==> config.mk <==
export PLATFORM = sky130hd
export DESIGN_NAME = versatile_interface_adapter
export DESIGN_NICKNAME = d
export VERILOG_FILES = /design/src/via_pkg.sv /design/src/via_core.sv /design/src/versatile_interface_adapter.sv
export SDC_FILE = /design/constraint.sdc
export NUM_CORES = 1
export LEC_CHECK = 0
export BUFFER_PORTS_ARGS = -buffer_cell sky130_fd_sc_hd__buf_2
export CAP_MARGIN = 15
export CORE_AREA = 2 2 194 215
export CTS_CLUSTER_DIAMETER = 150
export DETAILED_ROUTE_END_ITERATION = 8
export DIE_AREA = 0 0 196 217
export HOLD_SLACK_MARGIN = 0.03
export MAX_ROUTING_LAYER = met4
export PLACE_DENSITY = 0.47
export REMOVE_ABC_BUFFERS = 1
export SLEW_MARGIN = 20
export SYNTH_ARGS = -nofsm -noshare
export SYNTH_HDL_FRONTEND = slang
export SYNTH_HIERARCHICAL = 1
export SYNTH_SLANG_ARGS = --single-unit
==> constraint.sdc <==
create_clock -name clk_i -period 4.8 [get_ports clk_i]
set_clock_uncertainty 0.15 [all_clocks]
set_input_delay 0.96 -clock clk_i [delete_from_list [all_inputs] [get_ports clk_i]]
set_output_delay 0.96 -clock clk_i [all_outputs]
set_load 0.05 [all_outputs]
==> src/via_pkg.sv <==
// Shared types and register map for the versatile interface adapter.
package via_pkg;

  typedef enum logic [1:0] {
    OpWrite = 2'd0,
    OpRead  = 2'd1,
    OpTick  = 2'd2,
    OpCa1   = 2'd3
  } op_e;

  localparam logic [3:0] RegOrb   = 4'd0;
  localparam logic [3:0] RegOra   = 4'd1;
  localparam logic [3:0] RegDdrb  = 4'd2;
  localparam logic [3:0] RegDdra  = 4'd3;
  localparam logic [3:0] RegT1cl  = 4'd4;
  localparam logic [3:0] RegT1ch  = 4'd5;
  localparam logic [3:0] RegT1ll  = 4'd6;
  localparam logic [3:0] RegT1lh  = 4'd7;
  localparam logic [3:0] RegT2cl  = 4'd8;
  localparam logic [3:0] RegT2ch  = 4'd9;
  localparam logic [3:0] RegAcr   = 4'd11;
  localparam logic [3:0] RegPcr   = 4'd12;
  localparam logic [3:0] RegIfr   = 4'd13;
  localparam logic [3:0] RegIer   = 4'd14;
  localparam logic [3:0] RegOraNh = 4'd15;

  typedef struct packed {
    op_e        opcode;
    logic [3:0] reg_address;
    logic [7:0] write_data;
    logic [7:0] tick_cycles;
  } req_t;

  typedef struct packed {
    logic [7:0] read_data;
    logic       irq;
  } rsp_t;

endpackage

==> src/via_core.sv <==
// Register file, timers and interrupt logic of the interface adapter.
module via_core (
  input  logic            clk_i,
  input  logic            rst_ni,
  input  logic            fire_i,
  input  via_pkg::req_t   req_i,
  output via_pkg::rsp_t   rsp_o
);

  localparam int unsigned FlagCa2 = 0;
  localparam int unsigned FlagCa1 = 1;
  localparam int unsigned FlagT2  = 5;
  localparam int unsigned FlagT1  = 6;

  logic [7:0]  pbo_q, pbo_d;
  logic        pbi7_q, pbi7_d;
  logic [7:0]  ddra_q, ddra_d;
  logic [7:0]  ddrb_q, ddrb_d;
  logic [15:0] t1_latch_q, t1_latch_d;
  logic [15:0] t2_latch_q, t2_latch_d;
  logic [18:0] t1_cnt_q, t1_cnt_d;
  logic [18:0] t2_cnt_q, t2_cnt_d;
  logic        t1_fired_q, t1_fired_d;
  logic [7:0]  acr_q, acr_d;
  logic [7:0]  pcr_q, pcr_d;
  logic [6:0]  ifr_q, ifr_d;
  logic [6:0]  ier_q, ier_d;
  logic [7:0]  rdata;
  logic [18:0] t1_sub, t2_sub;
  logic [15:0] new_latch;
  logic        irq_now;

  function automatic logic [7:0] count_lo(logic [18:0] cnt, logic [15:0] latch,
                                          logic upper);
    logic [18:0] lim;
    logic [19:0] adj;
    lim = {2'b00, latch, 1'b0};
    adj = {cnt[18], cnt} + (upper ? {11'd0, {9{cnt[18]}}} : {19'd0, cnt[18]});
    if ($signed(cnt) > $signed(lim)) begin
      return 8'hFF;
    end
    return upper ? adj[16:9] : adj[8:1];
  endfunction

  assign irq_now = |(ifr_q & ier_q);
  assign t1_sub  = t1_cnt_q - {11'd0, req_i.tick_cycles};
  assign t2_sub  = t2_cnt_q - {11'd0, req_i.tick_cycles};

  always_comb begin
    pbo_d      = pbo_q;
    pbi7_d     = pbi7_q;
    ddra_d     = ddra_q;
    ddrb_d     = ddrb_q;
    t1_latch_d = t1_latch_q;
    t2_latch_d = t2_latch_q;
    t1_cnt_d   = t1_cnt_q;
    t2_cnt_d   = t2_cnt_q;
    t1_fired_d = t1_fired_q;
    acr_d      = acr_q;
    pcr_d      = pcr_q;
    ifr_d      = ifr_q;
    ier_d      = ier_q;
    rdata      = 8'hFF;
    new_latch  = {req_i.write_data, t1_latch_q[7:0]};
    case (req_i.opcode)
      via_pkg::OpWrite: begin
        case (req_i.reg_address)
          via_pkg::RegOrb: begin
            pbo_d = req_i.write_data;
            if (!pcr_q[1]) begin
              ifr_d[FlagCa2] = 1'b0;
            end
          end
          via_pkg::RegOra: begin
            ifr_d[FlagCa1] = 1'b0;
            ifr_d[FlagCa2] = 1'b0;
          end
          via_pkg::RegDdrb: ddrb_d = req_i.write_data;
          via_pkg::RegDdra: ddra_d = req_i.write_data;
          via_pkg::RegT1cl, via_pkg::RegT1ll: t1_latch_d[7:0] = req_i.write_data;
          via_pkg::RegT1ch: begin
            t1_latch_d    = new_latch;
            t1_cnt_d      = {2'b00, new_latch, 1'b0};
            ifr_d[FlagT1] = 1'b0;
            t1_fired_d    = 1'b0;
            if (acr_q[7]) begin
              pbo_d[7] = 1'b0;
              pbi7_d   = 1'b0;
            end
          end
          via_pkg::RegT1lh: t1_latch_d[15:8] = req_i.write_data;
          via_pkg::RegT2cl: t2_latch_d[7:0] = req_i.write_data;
          via_pkg::RegT2ch: begin
            t2_latch_d    = {req_i.write_data, t2_latch_q[7:0]};
            t2_cnt_d      = {2'b00, req_i.write_data, t2_latch_q[7:0], 1'b0};
            ifr_d[FlagT2] = 1'b0;
          end
          via_pkg::RegAcr: acr_d = req_i.write_data;
          via_pkg::RegPcr: pcr_d = req_i.write_data;
          via_pkg::RegIfr: ifr_d = ifr_q & ~req_i.write_data[6:0];
          via_pkg::RegIer: begin
            if (req_i.write_data[7]) begin
              ier_d = ier_q | req_i.write_data[6:0];
            end else begin
              ier_d = ier_q & ~req_i.write_data[6:0];
            end
          end
          default: ;
        endcase
      end
      via_pkg::OpRead: begin
        case (req_i.reg_address)
          via_pkg::RegOrb: rdata = (pbo_q & ddrb_q) | ({pbi7_q, 7'd0} & ~ddrb_q);
          via_pkg::RegOra: begin
            ifr_d[FlagCa1] = 1'b0;
            ifr_d[FlagCa2] = 1'b0;
          end
          via_pkg::RegDdrb: rdata = ddrb_q;
          via_pkg::RegDdra: rdata = ddra_q;
          via_pkg::RegT1cl: begin
            rdata         = count_lo(t1_cnt_q, t1_latch_q, 1'b0);
            ifr_d[FlagT1] = 1'b0;
          end
          via_pkg::RegT1ch: rdata = count_lo(t1_cnt_q, t1_latch_q, 1'b1);
          via_pkg::RegT1ll: rdata = t1_latch_q[7:0];
          via_pkg::RegT1lh: rdata = t1_latch_q[15:8];
          via_pkg::RegT2cl: begin
            rdata         = count_lo(t2_cnt_q, t2_latch_q, 1'b0);
            ifr_d[FlagT2] = 1'b0;
          end
          via_pkg::RegT2ch: rdata = count_lo(t2_cnt_q, t2_latch_q, 1'b1);
          via_pkg::RegIfr: rdata = {irq_now, ifr_q};
          via_pkg::RegIer: rdata = {1'b1, ier_q};
          default: ;
        endcase
      end
      via_pkg::OpTick: begin
        t1_cnt_d = t1_sub;
        t2_cnt_d = t2_sub;
        if (t1_sub[18]) begin
          t1_cnt_d = t1_sub + {2'b00, t1_latch_q, 1'b0} + 19'd4;
          if (!t1_fired_q || acr_q[6]) begin
            ifr_d[FlagT1] = 1'b1;
            if (acr_q[7]) begin
              pbo_d[7] = ~pbo_q[7];
              pbi7_d   = ~pbi7_q;
            end
          end
          t1_fired_d = 1'b1;
        end
        if (t2_sub[18]) begin
          t2_cnt_d      = t2_sub + {2'b00, t2_latch_q, 1'b0} + 19'd4;
          ifr_d[FlagT2] = 1'b1;
        end
      end
      via_pkg::OpCa1: ifr_d[FlagCa1] = 1'b1;
      default: ;
    endcase
  end

  assign rsp_o.read_data = rdata;
  assign rsp_o.irq       = |(ifr_d & ier_d);

  always_ff @(posedge clk_i or negedge rst_ni) begin
    if (!rst_ni) begin
      pbo_q      <= '0;
      pbi7_q     <= 1'b0;
      ddra_q     <= '0;
      ddrb_q     <= '0;
      t1_latch_q <= '0;
      t2_latch_q <= '0;
      t1_cnt_q   <= '0;
      t2_cnt_q   <= '0;
      t1_fired_q <= 1'b0;
      acr_q      <= '0;
      pcr_q      <= '0;
      ifr_q      <= '0;
      ier_q      <= '0;
    end else if (fire_i) begin
      pbo_q      <= pbo_d;
      pbi7_q     <= pbi7_d;
      ddra_q     <= ddra_d;
      ddrb_q     <= ddrb_d;
      t1_latch_q <= t1_latch_d;
      t2_latch_q <= t2_latch_d;
      t1_cnt_q   <= t1_cnt_d;
      t2_cnt_q   <= t2_cnt_d;
      t1_fired_q <= t1_fired_d;
      acr_q      <= acr_d;
      pcr_q      <= pcr_d;
      ifr_q      <= ifr_d;
      ier_q      <= ier_d;
    end
  end

endmodule

==> src/versatile_interface_adapter.sv <==
// Top level of the versatile interface adapter: input and result registers around the core.
//
// Usage:
//   The input channel (in_valid_i / in_ready_o) takes one word per cycle while
//   in_ready_o is high: a register write, a register read, a timer tick
//   that advances both timers by tick_cycles_i, or a CA1 edge event, chosen by opcode_i.
//   Every word yields exactly one result word on the output channel
//   (out_valid_o / out_ready_i): read_data_o holds the read byte (255 for
//   anything other than a read) and irq_o the interrupt line after the word.
//   A word accepted into the input register passes the core logic into the result
//   register. Throughput: one word per cycle while the receiver keeps up, set by
//   the single register stage in front of the core logic and the result register.
//   Reset clears all ports, timers, latches, control and interrupt registers,
//   and empties both register stages.
//   When the receiver stalls, the result register holds its word, the input
//   register holds the next one, and in_ready_o drops once both are full.
module versatile_interface_adapter (
  input  logic       clk_i,
  input  logic       rst_ni,
  input  logic       in_valid_i,
  output logic       in_ready_o,
  input  logic [1:0] opcode_i,
  input  logic [3:0] reg_address_i,
  input  logic [7:0] write_data_i,
  input  logic [7:0] tick_cycles_i,
  output logic       out_valid_o,
  input  logic       out_ready_i,
  output logic [7:0] read_data_o,
  output logic       irq_o
);

  logic            in_valid_q;
  via_pkg::req_t   in_req_q;
  logic            out_valid_q;
  via_pkg::rsp_t   out_rsp_q;
  via_pkg::rsp_t   core_rsp;
  logic            advance;

  assign advance    = in_valid_q && (!out_valid_q || out_ready_i);
  assign in_ready_o = !in_valid_q || advance;

  via_core u_core (
    .clk_i  (clk_i),
    .rst_ni (rst_ni),
    .fire_i (advance),
    .req_i  (in_req_q),
    .rsp_o  (core_rsp)
  );

  always_ff @(posedge clk_i or negedge rst_ni) begin
    if (!rst_ni) begin
      in_valid_q <= 1'b0;
    end else if (in_ready_o) begin
      in_valid_q <= in_valid_i;
    end
  end

  always_ff @(posedge clk_i) begin
    if (in_valid_i && in_ready_o) begin
      in_req_q.opcode      <= via_pkg::op_e'(opcode_i);
      in_req_q.reg_address <= reg_address_i;
      in_req_q.write_data  <= write_data_i;
      in_req_q.tick_cycles <= tick_cycles_i;
    end
  end

  always_ff @(posedge clk_i or negedge rst_ni) begin
    if (!rst_ni) begin
      out_valid_q <= 1'b0;
    end else if (advance) begin
      out_valid_q <= 1'b1;
    end else if (out_ready_i) begin
      out_valid_q <= 1'b0;
    end
  end

  always_ff @(posedge clk_i) begin
    if (advance) begin
      out_rsp_q <= core_rsp;
    end
  end

  assign out_valid_o = out_valid_q;
  assign read_data_o = out_rsp_q.read_data;
  assign irq_o       = out_rsp_q.irq;

endmodule

## Yosys cells after proc, flatten, opt, wreduce, memory -nomap -nowiden

Index checks and enable logic that the tools add are counted.

- Flip-flop bits (word level): 153
- Input port bits: 26
- Logic and storage cells: 160

- Add/subtract/negate cells: 10
- Magnitude comparators: 2
- Eq/ne operators: 24
- Muxes and demuxes: 58
- Bitwise logic cells: 12
- Reductions and logical operators: 30

Operator list:

| operator | count |
|---|---|
| 8-bit one-hot mux with 11 select lines | 1 |
| 19-bit two-way mux | 4 |
| 19-bit one-hot mux with 2 select lines | 2 |
| 8-bit two-way mux | 6 |
| 19-bit by 17-bit adder with 19-bit output | 2 |
| 19-bit by 3-bit adder with 19-bit output, second input constant | 2 |
| 19-bit by 18-bit greater-than comparator with 1-bit output | 2 |
| 19-bit by 8-bit subtractor with 19-bit output | 2 |
| 17-bit by 10-bit adder with 17-bit output | 2 |
| 3-bit AND reduction | 11 |
| 7-bit bitwise AND | 4 |
| 1-bit two-way mux | 28 |
| 4-bit == test, second input constant | 6 |
| 7-bit two-way mux | 3 |
| 9-bit by 2-bit adder with 9-bit output | 2 |
| 8-bit bitwise AND | 2 |
| 4-bit by 3-bit == test with 1-bit output, second input constant | 4 |
| 1-bit one-hot mux with 2 select lines | 8 |
| 7-bit AND reduction | 2 |
| 7-bit OR reduction | 2 |
| 4-bit by 2-bit == test with 1-bit output, second input constant | 2 |
| 2-bit by 1-bit inequality test with 1-bit output, second input constant | 4 |
| 8-bit inverter | 1 |
| 8-bit OR | 1 |
| 21 further kinds | 33 |

## Longest topological paths before layout

Gate-level depths: netlist of the first run.

- Depth in word-level cells: 7
- Depth in mapped cells: 20

## Hierarchy

Netlist of the first run, hierarchy kept.

Modules (own cells, without submodules):

| module | times used | cells each | area an instance (sq um) | sequential area each (sq um) |
|---|---|---|---|---|
| via_core | 1 | 1211 | 10518.8 | 2827.7 |
| versatile_interface_adapter | 1 | 39 | 1034.7 | 980.9 |

## Worst setup path after synthesis of the first run

No wires, ideal clock.

- Path kind: register to register
- Start point: register in_req_q[1] (netlist name)
- End point: register u_core.t1_cnt_q[17]
- Setup time: 0.126 ns
- Arrival time: 4.345 ns
- Data required time: 4.524 ns
- Path slack: 0.179 ns
- Stages on the path, launching flop included: 19
- Buffers on the path: 0
- Cell sequence: edfxtp_1 > inv_1 > ha_1 > nor2b_1 > o21ai_0 > a21boi_0 > o41ai_1 > o21bai_1 > xor2_1 > ha_1 > ha_1 > nand3_1 > nor4_1 > nor4_1 > o31ai_1 > a21o_1 > a21oi_1 > xnor2_1 > a221o_1

- Cells in the longest elaborated chain, start to end: 5

Ends and longest elaborated chain:

| item | line | text |
|---|---|---|
| from (decl) | versatile_interface_adapter.sv:33 | `via_pkg::req_t in_req_q;` |
| 19-bit by 8-bit subtractor with 19-bit output * | via_core.sv:46 | `assign t1_sub = t1_cnt_q - {11'd0, req_i.tick_cycles};` |
| 19-bit by 17-bit adder with 19-bit output | via_core.sv:141 | `t1_cnt_d = t1_sub + {2'b00, t1_latch_q, 1'b0} + 19'd4;` |
| 19-bit by 3-bit adder with 19-bit output | via_core.sv:141 |  |
| 19-bit two-way mux * | via_core.sv:140 | `if (t1_sub[18]) begin` |
| 19-bit one-hot mux with 2 select lines * | via_core.sv:65 | `case (req_i.opcode)` |
| to (signal assigned) | via_core.sv:186 | `t1_cnt_q <= t1_cnt_d;` |
| to (decl) | via_core.sv:21 | `logic [18:0] t1_cnt_q, t1_cnt_d;` |

Mark *: on every way between the ends. The rest lies on a longest branch, timed or not.
A chain may end at the register's enable or synchronous reset.

## Worst setup path in the final report of the first run

- Start point: register in_req_q[1] (netlist name)
- End point: register u_core.t1_cnt_q[18]

The elaborated chain is that of the path after synthesis.

==> results.toml, run 1 <==
[global_routing]
grt_usage_pct = 19.2
grt_pass1_vias = 9720
antenna_found_initial = 0
grt_max_degree = 64
grt_pass1_wl_um = 60100
overflow = 0

[worst_setup_path]
worstSetupPathType = "reg -> reg"
r2r_cells = 18
crit_path_start_kind = "flop"
crit_chain = "inv_1 -> ha_1 -> nor2b_1 -> o21ai_0 -> a21boi_1 -> o41ai_1 -> buf_4 -> buf_12 -> mux2i_1 -> nand2_1 -> ha_1 -> ha_1 -> and2_1 -> and3_1 -> a221oi_2 -> a211oi_1 -> a2111oi_1 -> a211o_1"
r2r-end = "u_core/t1_cnt_q[18]$_DFFE_PN0P_"
path_delay_family = "compound AO/OA/AOI/OAI gates"
rrSetupSlack_ns = 0.32
required_ns = 5.04
crit_path_max_incr_delay_ns = 0.42
path_max_fanout = 6
crit_arrival_ns = 4.72
path_common_cell = "ha_1"
cp.buffers_inverters = 3
cp-end-kind = "flop"
reg2reg_from = "in_req_q[1]$_DFFE_PP_"
slowest_stage = "edfxtp_1"

[floorplan]
die_w_um = 196
fp.coreArea_um2 = 40600
placementRows = 78
ioPinCount = 37
initial_core_util_pct = 28.5
dieArea_um2 = 42500
dieHeight_um = 217

[clock_network]
clk_latency_ns = 0.45
path_clk_slew_ns = 0.07
cts_buffers = 17
clock_sinks = 146
cts_root_buffer = "clkbuf_16"
cts_max_level = 4
cts_buffer_depth = 2
cts_tree = "yes"

[sta]
fin_crit_ns = 4.48
slew_headroom_pct = 22.8
hold_viol = 0
setup_viol = 0
timing.fmax_mhz = 223
tns_ns = 0
maxSlewViolCount = 0
worst_pin_slew_ns = 1.15
fin_crit_sh_pct = 93.3

[hold_path]
hp-class = "reg -> reg"
hold_depth = 1
worstHoldStart = "u_core/acr_q[6]$_DFFE_PN0P_"
hold-path-endpoint = "u_core/acr_q[6]$_DFFE_PN0P_"

[logic_synthesis]
yosys.area_share.simple_pct = 15.4
netlist_area_um2 = 11600
synth_top_family_by_area = "compound AO/OA/AOI/OAI gates"
synth_edf_count = 31
synth-seq-cells = 146
synth_top_area_share_pct = 24.9
seq_area_frac_synth_pct = 33.0
muxShareOfSynthArea_pct = 7.41
synth_compound_area_share_pct = 19.5
yosysTopAreaCell = "dfrtp_1"
synthArstFlopShare_pct = 78.8
yosysWarnings = 6
avgSynthCellArea_um2 = 9.24
ys_top_cells_by_area = "dfrtp_1 25%, ha_1 14%, edfxtp_1 8.1%"
synthXorXnorAreaFrac_pct = 5.61
netlist_instances = 1250
synth.distinct_cells = 71
synthAdderAreaFrac_pct = 14.8
synth-main-ff-cell = "dfrtp_1"

[layout]
nets = 1443
num-fill-cells = 4234
drive_gt1_share_pct = 15.0
syn_to_final_growth_pct = 14.1
design_area_um2 = 13200
fin_util_pct = 32.5
antenna_cells = 0

[place]
io_buffers = 36
placed_cell_area_um2 = 12400
gp_congestion = 0.919
dpl.hpwl_um = 29100

[status]
outcome = "finished, final reports clean"

[detailed_routing]
wl_per_cell_um = 21.3
vias = 9829
remaining_drc_errors = 0
vias_per_cell = 5.41
routed_wl_um = 38700
antenna_left = 0
first_iter_violations = 749
first_pass_iters = 6

[power]
p_per_area_nw_per_um2 = 592
ir_drop_v = 0.000234
total_power_mw = 7.80
cellLeakagePower_nw = 5.75

[run]
cap_violations = 0
[cells in the mapped netlist (all sizes together) (4+ instances only)]
library cell and instances:
a211oi 20, a21boi 7, a21o 18, a21oi 80, a221o 9, a221oi 5
a222oi 7, a22oi 20, a31oi 8, a32oi 4, and2 10, and3 6
buf 5, clkbuf 51, dfrtp 115, edfxtp 31, fa 4, ha 130
inv 75, mux2 68, mux2i 9, nand2 87, nand2b 12, nand3 31
nand3b 4, nand4 19, nor2 95, nor2b 16, nor3 43, nor4 8
o2111ai 9, o211ai 12, o21a 15, o21ai 46, o21bai 7, o221ai 13
o31a 5, o31ai 9, or2 6, or3 16, or4 7, xnor2 32
xor2 42
[timing repair]
item,in CTS,in global routing
buffers inserted,0,1
resized for setup,0,13
hold buffers,0,0
endpoints found under the hold margin,0,0
endpoints found under the setup margin,0,9
[area by class of cell]
class	count	area, um^2	share of cell area [%]
Clock buffer	18	450	3.42
Clock inverter	14	204	1.55
Inverter	76	285	2.16
Multi-Input combinational cell	972	7310	55.4
Sequential cell	146	3810	28.9
Tap cell	520	651	4.94
Timing Repair Buffer	70	475	3.61
[metal layers]
| metal | vias up | wire (um) | GRT usage, % |
|---|---|---|---|
| li1 | 4723 | - | - |
| met1 | 4821 | 17500 | 24.8 |
| met2 | 238 | 18900 | 31.7 |
| met3 | 47 | 1440 | 2.06 |
| met4 | 0 | 890 | 6.01 |
| met5 | - | 0 | - |
[how the worst max path moves through the flow]
stage	slack (ns)	start	to	cells past startpoint
2_1_floorplan	0.11	out_ready_i	u_core/t2_cnt_q[11]$_DFFE_PN0P_	8
3_3_place_gp	0.15	in_req_q[1]$_DFFE_PP_	u_core/t1_cnt_q[18]$_DFFE_PN0P_	18
3_5_place_dp	0.10	in_req_q[1]$_DFFE_PP_	u_core/t1_cnt_q[18]$_DFFE_PN0P_	18
4_1_cts	0.1	u_core/t1_cnt_q[0]$_DFFE_PN0P_	u_core/t1_cnt_q[18]$_DFFE_PN0P_	17
5_1_grt	-0.006	u_core/t2_cnt_q[0]$_DFFE_PN0P_	u_core/t2_cnt_q[16]$_DFFE_PN0P_	20
6_report	0.32	in_req_q[1]$_DFFE_PP_	u_core/t1_cnt_q[18]$_DFFE_PN0P_	18
[worst reg2reg max path: cells and delay by family (launching register included)]
family,cells,cell delay [ns]
compound gates,7,1.69
fa+ha+maj,3,0.88
buf+inv,3,0.46
flops,1,0.42
mux,1,0.22
simple gates,4,0.61
[state kept, by name, summed over array words and instances (netlist names), 2 cells and up]
name               count
u_core/t1_cnt_q       19
u_core/t1_latch_q     16
read_data_o            8
u_core/ifr_q           7
u_core/t2_latch_q     16
u_core/pbo_q           8
u_core/ddrb_q          8
u_core/ddra_q          8
u_core/t2_cnt_q       19
u_core/acr_q           2
in_req_q              22
u_core/ier_q           7
[layout by cell type (no fill, tap or decap), types with 15 or more instances in the layout]
cell       Yosys  final
o21ai_0       38     35
a22oi_1       20     20
dfrtp_1      115    115
a21o_1        18     18
buf_2          1     35
edfxtp_1      31     31
nor2_1        95     95
nand3_1       31     31
clkbuf_16      0     18
ha_1         130    130
xnor2_1       32     32
a21oi_1       80     79
or3_1         16     16
o21a_1        15     15
nor3_1        42     41
nor2b_1       16     16
nand2_1       87     87
a211oi_1      19     19
mux2_2        68     68
buf_4          3     32
nand4_1       19     19
xor2_1        42     41
inv_1         75     75
[where the power goes]
part | switching (mW) | internal [mW] | leakage, nW | total [mW]
registers | 0.445 | 1.50 | 1.77 | 1.95
clock network | 0.632 | 0.878 | 0.324 | 1.51
logic | 2.46 | 1.88 | 3.65 | 4.34
[cell families after synthesis]
kind of cell             after synthesis
AND/OR/NAND/NOR                      364
AO/OA/AOI/OAI                        323
flip-flops                           146
adder cells (fa/ha/maj)              134
buffers and inverters                132
multiplexers                          77
XOR/XNOR                              74
[metrics by stage]
| step | instances | setup slack (ns) | hold slack, ns |
|---|---|---|---|
| 2_1_floorplan | 1194 | 0.106 | 0.305 |
| 3_3_place_gp | 1783 | 0.150 | 0.337 |
| 3_5_place_dp | 1783 | 0.105 | 0.343 |
| 4_1_cts | 1815 | 0.0963 | 0.359 |
| 5_1_grt | 1816 | -0.00610 | 0.368 |
| 6_report | 1816 | 0.319 | 0.357 |
Power figures use the tool's default switching activity.
==> run 2: changes to the inputs <==
--- a/config.mk
+++ b/config.mk
@@ -7,13 +7,13 @@
 export LEC_CHECK = 0
 export BUFFER_PORTS_ARGS = -buffer_cell sky130_fd_sc_hd__buf_2
 export CAP_MARGIN = 15
-export CORE_AREA = 2 2 194 215
+export CORE_AREA = 2 2 166 184
 export CTS_CLUSTER_DIAMETER = 150
 export DETAILED_ROUTE_END_ITERATION = 8
-export DIE_AREA = 0 0 196 217
+export DIE_AREA = 0 0 168 186
 export HOLD_SLACK_MARGIN = 0.03
 export MAX_ROUTING_LAYER = met4
-export PLACE_DENSITY = 0.47
+export PLACE_DENSITY = 0.6
 export REMOVE_ABC_BUFFERS = 1
 export SLEW_MARGIN = 20
 export SYNTH_ARGS = -nofsm -noshare
==> results.toml, run 2 (synthesized netlist as in run 1, its figures left out) <==
[layout]
register_area_um2 = 3810
finalNonFillerCells = 1672
syn_to_final_growth_pct = 11.8
antenna_cells = 0
nets = 1445
largest_register_ffs = 22
reg.largest.list = "in_req_q: 22 flops, u_core/t1_cnt_q: 19 flops, u_core/t2_cnt_q: 19 flops"
final_common_cell = "ha_1"
regMostFlops = "in_req_q"
multi_input_area_um2 = 7320
num-fill-cells = 2819
drive_gt1_share_pct = 15.1
final_cell_mix = "130 x ha_1, 115 x dfrtp_1, 95 x nor2_1, 87 x nand2_1, 79 x a21oi_1"

[floorplan]
dieArea_um2 = 31200
placementRows = 66
ioPinCount = 37
dieHeight_um = 186
die_w_um = 168
fp.coreArea_um2 = 29300
initial_core_util_pct = 39.4

[sta]
fin_crit_sh_pct = 92.8
slew_headroom_pct = 32.5
maxSlewViolCount = 0
rsz0062_at_grt = "no"
worst_slack_ns = 0.348
worst_pin_slew_ns = 1.01
hold_viol = 0
setup_viol = 0
timing.fmax_mhz = 225
tns_ns = 0
fin_crit_ns = 4.45

[worst_setup_path]
crit_arrival_ns = 4.64
crit_path_start_kind = "flop"
worstSetupPathType = "reg -> reg"
path_delay_family = "compound AO/OA/AOI/OAI gates"
cp-end-kind = "flop"
path_common_cell = "ha_1"
path_max_fanout = 5
crit_path_max_incr_delay_ns = 0.41
crit_chain = "inv_1 -> ha_1 -> inv_1 -> fa_1 -> a21oi_1 -> o21bai_1 -> a211oi_1 -> nor2_1 -> nor3_1 -> xnor2_1 -> ha_1 -> ha_1 -> nand4_1 -> nor2_1 -> nand3_1 -> and3_1 -> o21ai_1 -> a21boi_0 -> xnor2_1 -> o31ai_1"
cp.buffers_inverters = 2
slowest_stage = "fa_1"
required_ns = 4.99

[global_routing]
grt_usage_pct = 24.1
use_met2_pct = 39.3
grt_max_degree = 71
grt_busiest_layer = "met2"
grtUsageMet3_pct = 3.06
grtUsageMet1_pct = 29.4
overflow = 0
antenna_found_initial = 0
grt_pass1_wl_um = 56100
grt_pass1_vias = 9886

[clock_network]
clock_sinks = 146
path_clk_slew_ns = 0.07
clk_latency_ns = 0.44
cts_buffer_depth = 2
cts_max_level = 4
cts_root_buffer = "clkbuf_16"
cts_tree = "yes"
cts_buffers = 17

[run]
cap_violations = 0

[detailed_routing]
routed_wl_um = 36000
wl_per_cell_um = 21.5
remaining_drc_errors = 0
first_pass_iters = 8
first_iter_violations = 780
vias_per_cell = 5.99
antenna_left = 0
vias = 10000

[place]
pre_cts_ws_ns = 0.0659
place_inst = 1639
gp_congestion = 0.947
dpl.hpwl_um = 26900
io_buffers = 36

[status]
outcome = "finished, final reports clean"

[power]
ir_drop_v = 0.000296
p_per_area_nw_per_um2 = 588
cellLeakagePower_nw = 5.71

[hold_path]
hp-class = "reg -> reg"
-- run 2: changes by cell type in the layout (fill, tap and decap cells not counted), moves of 2 or more --
| cell | before | now |
|---|---|---|
| buf_4 | 32 | 36 |
| bufinv_16 | 3 | 1 |
| clkinv_4 | 0 | 3 |
| buf_12 | 3 | 1 |
| clkinv_2 | 0 | 2 |
-- run 2: stage by stage --
stage	hold WS (ns)	total power, mW	area [um^2]	utilization, %
after floorplan	0.305	4.98	11300	-
after global placement	0.333	6.06	12300	41.8
after CTS	0.359	7.51	12800	43.8
after detailed placement	0.343	6.14	12300	41.8
after global routing	0.375	8.28	12900	44.1
final	0.359	7.59	12900	44.1
-- run 2: worst reg2reg max path: stages, from the launching register on --
cell      delay (ns)
dfrtp_1         0.38
inv_1           0.06
ha_1            0.15
inv_1           0.05
fa_1            0.41
a21oi_1         0.22
o21bai_1        0.14
a211oi_1        0.32
nor2_1          0.18
nor3_1          0.22
xnor2_1         0.19
ha_1            0.28
ha_1            0.38
nand4_1         0.10
nor2_1          0.10
nand3_1         0.08
and3_1          0.21
o21ai_1         0.22
a21boi_0        0.15
xnor2_1         0.15
o31ai_1         0.20
-- run 2: power breakdown --
part / total [mW] / leakage, nW / switching, mW / internal, mW
clock: 1.32 / 0.283 / 0.585 / 0.732
sequential: 1.94 / 1.77 / 0.435 / 1.51
combinational: 4.34 / 3.66 / 2.47 / 1.87
total: 7.59 / 5.71 / 3.49 / 4.11
-- run 2: path summary, 6_finish.rpt --
kind                                                startpoint                           endpoint  slack [ns]  cells after the start
worst max register to register  u_core/t2_cnt_q[0]$_DFFE_PN0P_    u_core/t2_cnt_q[17]$_DFFE_PN0P_        0.35                     20
min in group asynchronous                               rst_ni        u_core/pbo_q[6]$_DFFE_PN0P_        0.41                      1
max in group asynchronous                               rst_ni  u_core/t1_latch_q[13]$_DFFE_PN0P_        3.28                      2
worst min register to register    u_core/ddra_q[7]$_DFFE_PN0P_       u_core/ddra_q[7]$_DFFE_PN0P_        0.36                      1
worst max-delay path            u_core/t2_cnt_q[0]$_DFFE_PN0P_    u_core/t2_cnt_q[17]$_DFFE_PN0P_        0.35                     20
worst min-delay path              u_core/ddra_q[7]$_DFFE_PN0P_       u_core/ddra_q[7]$_DFFE_PN0P_        0.36                      1
-- run 2: cell type report --
cell class | instances | share of cell area, %
inverters | 76 | 2.21
flip-flops and latches | 146 | 29.5
multi-input cells | 972 | 56.6
repair buffers | 72 | 3.60
clock buffers | 18 | 3.32
well taps | 374 | 3.62
clock inverters | 14 | 1.12
-- run 2: timing repair --
| item | CTS | global route |
|---|---|---|
| gates resized for setup | 0 | 14 |
| hold buffers | 0 | 0 |
| setup buffers | 0 | 1 |
| setup endpoints to repair | 0 | 9 |
-- run 2: routing by layer --
| layer | wire (um) | up-vias |
|---|---|---|
| met4 | 1820 | 0 |
| met3 | 2170 | 96 |
| met1 | 15200 | 4801 |
| met2 | 16800 | 367 |
| met5 | 0 | - |
| li1 | - | 4745 |
==> run 3: changes to the inputs <==
--- a/config.mk
+++ b/config.mk
@@ -7,10 +7,10 @@
 export LEC_CHECK = 0
 export BUFFER_PORTS_ARGS = -buffer_cell sky130_fd_sc_hd__buf_2
 export CAP_MARGIN = 15
-export CORE_AREA = 2 2 166 184
+export CORE_AREA = 2 2 173 175
 export CTS_CLUSTER_DIAMETER = 150
 export DETAILED_ROUTE_END_ITERATION = 8
-export DIE_AREA = 0 0 168 186
+export DIE_AREA = 0 0 175 177
 export HOLD_SLACK_MARGIN = 0.03
 export MAX_ROUTING_LAYER = met4
 export PLACE_DENSITY = 0.6
==> results.toml, run 3 (synthesized netlist as in run 1, its figures left out) <==
[place]
io_buffers = 36
dpl.hpwl_um = 26300
pre_cts_ws_ns = 0.0350
gp_congestion = 0.947
placed_cell_area_um2 = 12300

[sta]
tns_ns = 0
maxSlewViolCount = 0
hold_viol = 0
worst_slack_ns = 0.294
slew_headroom_pct = 30.9
worst_pin_slew_ns = 1.03
fin_crit_sh_pct = 93.9
setup_viol = 0
timing.fmax_mhz = 222
fin_crit_ns = 4.51
rsz0062_at_grt = "no"

[power]
p_per_area_nw_per_um2 = 586
intPower_mw = 4.06
p_switching_mw = 3.49
combPwrFrac_pct = 57.3
ir_drop_v = 0.000211
seq_power_share_pct = 25.8
cellLeakagePower_nw = 5.68
switching_share_pct = 46.2
p_clk_share_pct = 16.9

[floorplan]
dieArea_um2 = 31000
ioPinCount = 37
placementRows = 63
die_w_um = 175
dieHeight_um = 177
fp.coreArea_um2 = 29200
initial_core_util_pct = 39.5

[clock_network]
cts_resized = 0
post_cts_buffers = 0
cts_buffers = 17
clk_latency_ns = 0.43
cts_root_buffer = "clkbuf_16"
clock_sinks = 146
cts_buffer_depth = 2
cts_tree = "yes"
path_clk_slew_ns = 0.07
cts_max_level = 4
cts_hold_buffers = 0

[layout]
drive_gt1_share_pct = 14.8
multi_input_area_um2 = 7300
register_area_um2 = 3810
final_cell_mix = "130 x ha_1, 115 x dfrtp_1, 95 x nor2_1, 87 x nand2_1, 79 x a21oi_1"
num-fill-cells = 2833
syn_to_final_growth_pct = 11.5
antenna_cells = 0
reg.largest.list = "in_req_q: 22 flops, u_core/t1_cnt_q: 19 flops, u_core/t2_cnt_q: 19 flops"
largest_register_ffs = 22
design_area_um2 = 12900
regMostFlops = "in_req_q"
nets = 1443
final_common_cell = "ha_1"

[worst_setup_path]
cp.buffers_inverters = 0
r2r-end = "u_core/t1_cnt_q[18]$_DFFE_PN0P_"
required_ns = 5.02
r2r_cells = 16
path_max_fanout = 5
path_common_cell = "ha_1"
endpoint = "u_core/t1_cnt_q[18]$_DFFE_PN0P_"
crit_path_max_incr_delay_ns = 0.45
worstSetupPathType = "reg -> reg"
path_delay_family = "compound AO/OA/AOI/OAI gates"
slowest_stage = "a2111oi_0"
crit_chain = "ha_1 -> fa_1 -> nor2b_1 -> o31a_1 -> o211a_1 -> nor2_1 -> xor2_1 -> ha_1 -> ha_1 -> or3_1 -> o21ai_0 -> a21oi_1 -> a221oi_2 -> a211oi_1 -> a2111oi_0 -> a211o_1"
crit_arrival_ns = 4.73
worstSetupPathDepth = 16
rrSetupSlack_ns = 0.29
crit_path_start_kind = "flop"
cp-end-kind = "flop"
crit_path_start = "in_req_q[0]$_DFFE_PP_"
reg2reg_from = "in_req_q[0]$_DFFE_PP_"

[global_routing]
grt_busiest_layer = "met2"
grtUsageMet3_pct = 3.05
grt_pass1_vias = 9654
overflow = 0
antenna_found_initial = 0
grtUsageMet1_pct = 31.9
grt_max_degree = 71
grt_usage_pct = 24.1
grt_pass1_wl_um = 55900
use_met2_pct = 37.8

[status]
outcome = "finished, final reports clean"

[run]
cap_violations = 0

[detailed_routing]
wl_per_cell_um = 21.0
first_iter_violations = 826
remaining_drc_errors = 0
routed_wl_um = 35400
antenna_left = 0
first_pass_iters = 8
vias = 10000
vias_per_cell = 5.93

[hold_path]
hp-class = "reg -> reg"
worstHoldStart = "u_core/ddrb_q[0]$_DFFE_PN0P_"
==> run 3: how the worst min path moves through the flow <==
stage                                    end  cells after the start
2_1_floorplan  u_core/t1_fired_q$_DFFE_PN0P_                      2
3_3_place_gp    u_core/ddra_q[5]$_DFFE_PN0P_                      1
3_5_place_dp    u_core/ddra_q[6]$_DFFE_PN0P_                      1
4_1_cts         u_core/ddra_q[6]$_DFFE_PN0P_                      1
5_1_grt         u_core/ddra_q[4]$_DFFE_PN0P_                      1
6_report        u_core/ddrb_q[0]$_DFFE_PN0P_                      1
==> run 3: per-stage QoR <==
stage | hold slack (ns) | util, % | total power [mW] | cells
floorplan | 0.305 | - | 4.98 | 1194
global placement | 0.336 | 42.0 | 6.08 | 1654
detailed placement | 0.345 | 42.0 | 6.16 | 1654
CTS | 0.359 | 43.9 | 7.48 | 1686
global route | 0.368 | 44.0 | 8.23 | 1686
finish | 0.359 | 44.0 | 7.55 | 1686
==> run 3: power groups by stage <==
stage	logic, mW	clock network (mW)	registers, mW
floorplan	3.14	0	1.84
global placement	4.13	0	1.95
detailed placement	4.21	0	1.95
CTS	4.25	1.30	1.93
global route	4.90	1.35	1.98
finish	4.33	1.27	1.95
==> run 3: area by class of cell <==
cell class / instances / share of cell area, %
sequential: 146 / 29.6
timing repair buffer: 70 / 3.50
multi-input combinational: 972 / 56.7
clock inverter: 15 / 0.971
inverter: 76 / 2.21
tap: 390 / 3.79
clock buffer: 17 / 3.30
==> run 3: layer usage <==
metal | routed length [um] | vias up
li1 | - | 4728
met1 | 16000 | 4832
met2 | 16200 | 368
met3 | 1960 | 76
met4 | 1210 | 0
met5 | 0 | -
==> run 3: worst reg2reg max path: cells and delay by family, from the launching register on <==
family / cells / cell delay, ns
simple gates: 3 / 0.62
compound gates: 8 / 1.77
xor+xnor: 1 / 0.20
flops: 1 / 0.41
fa+ha+maj: 4 / 1.28
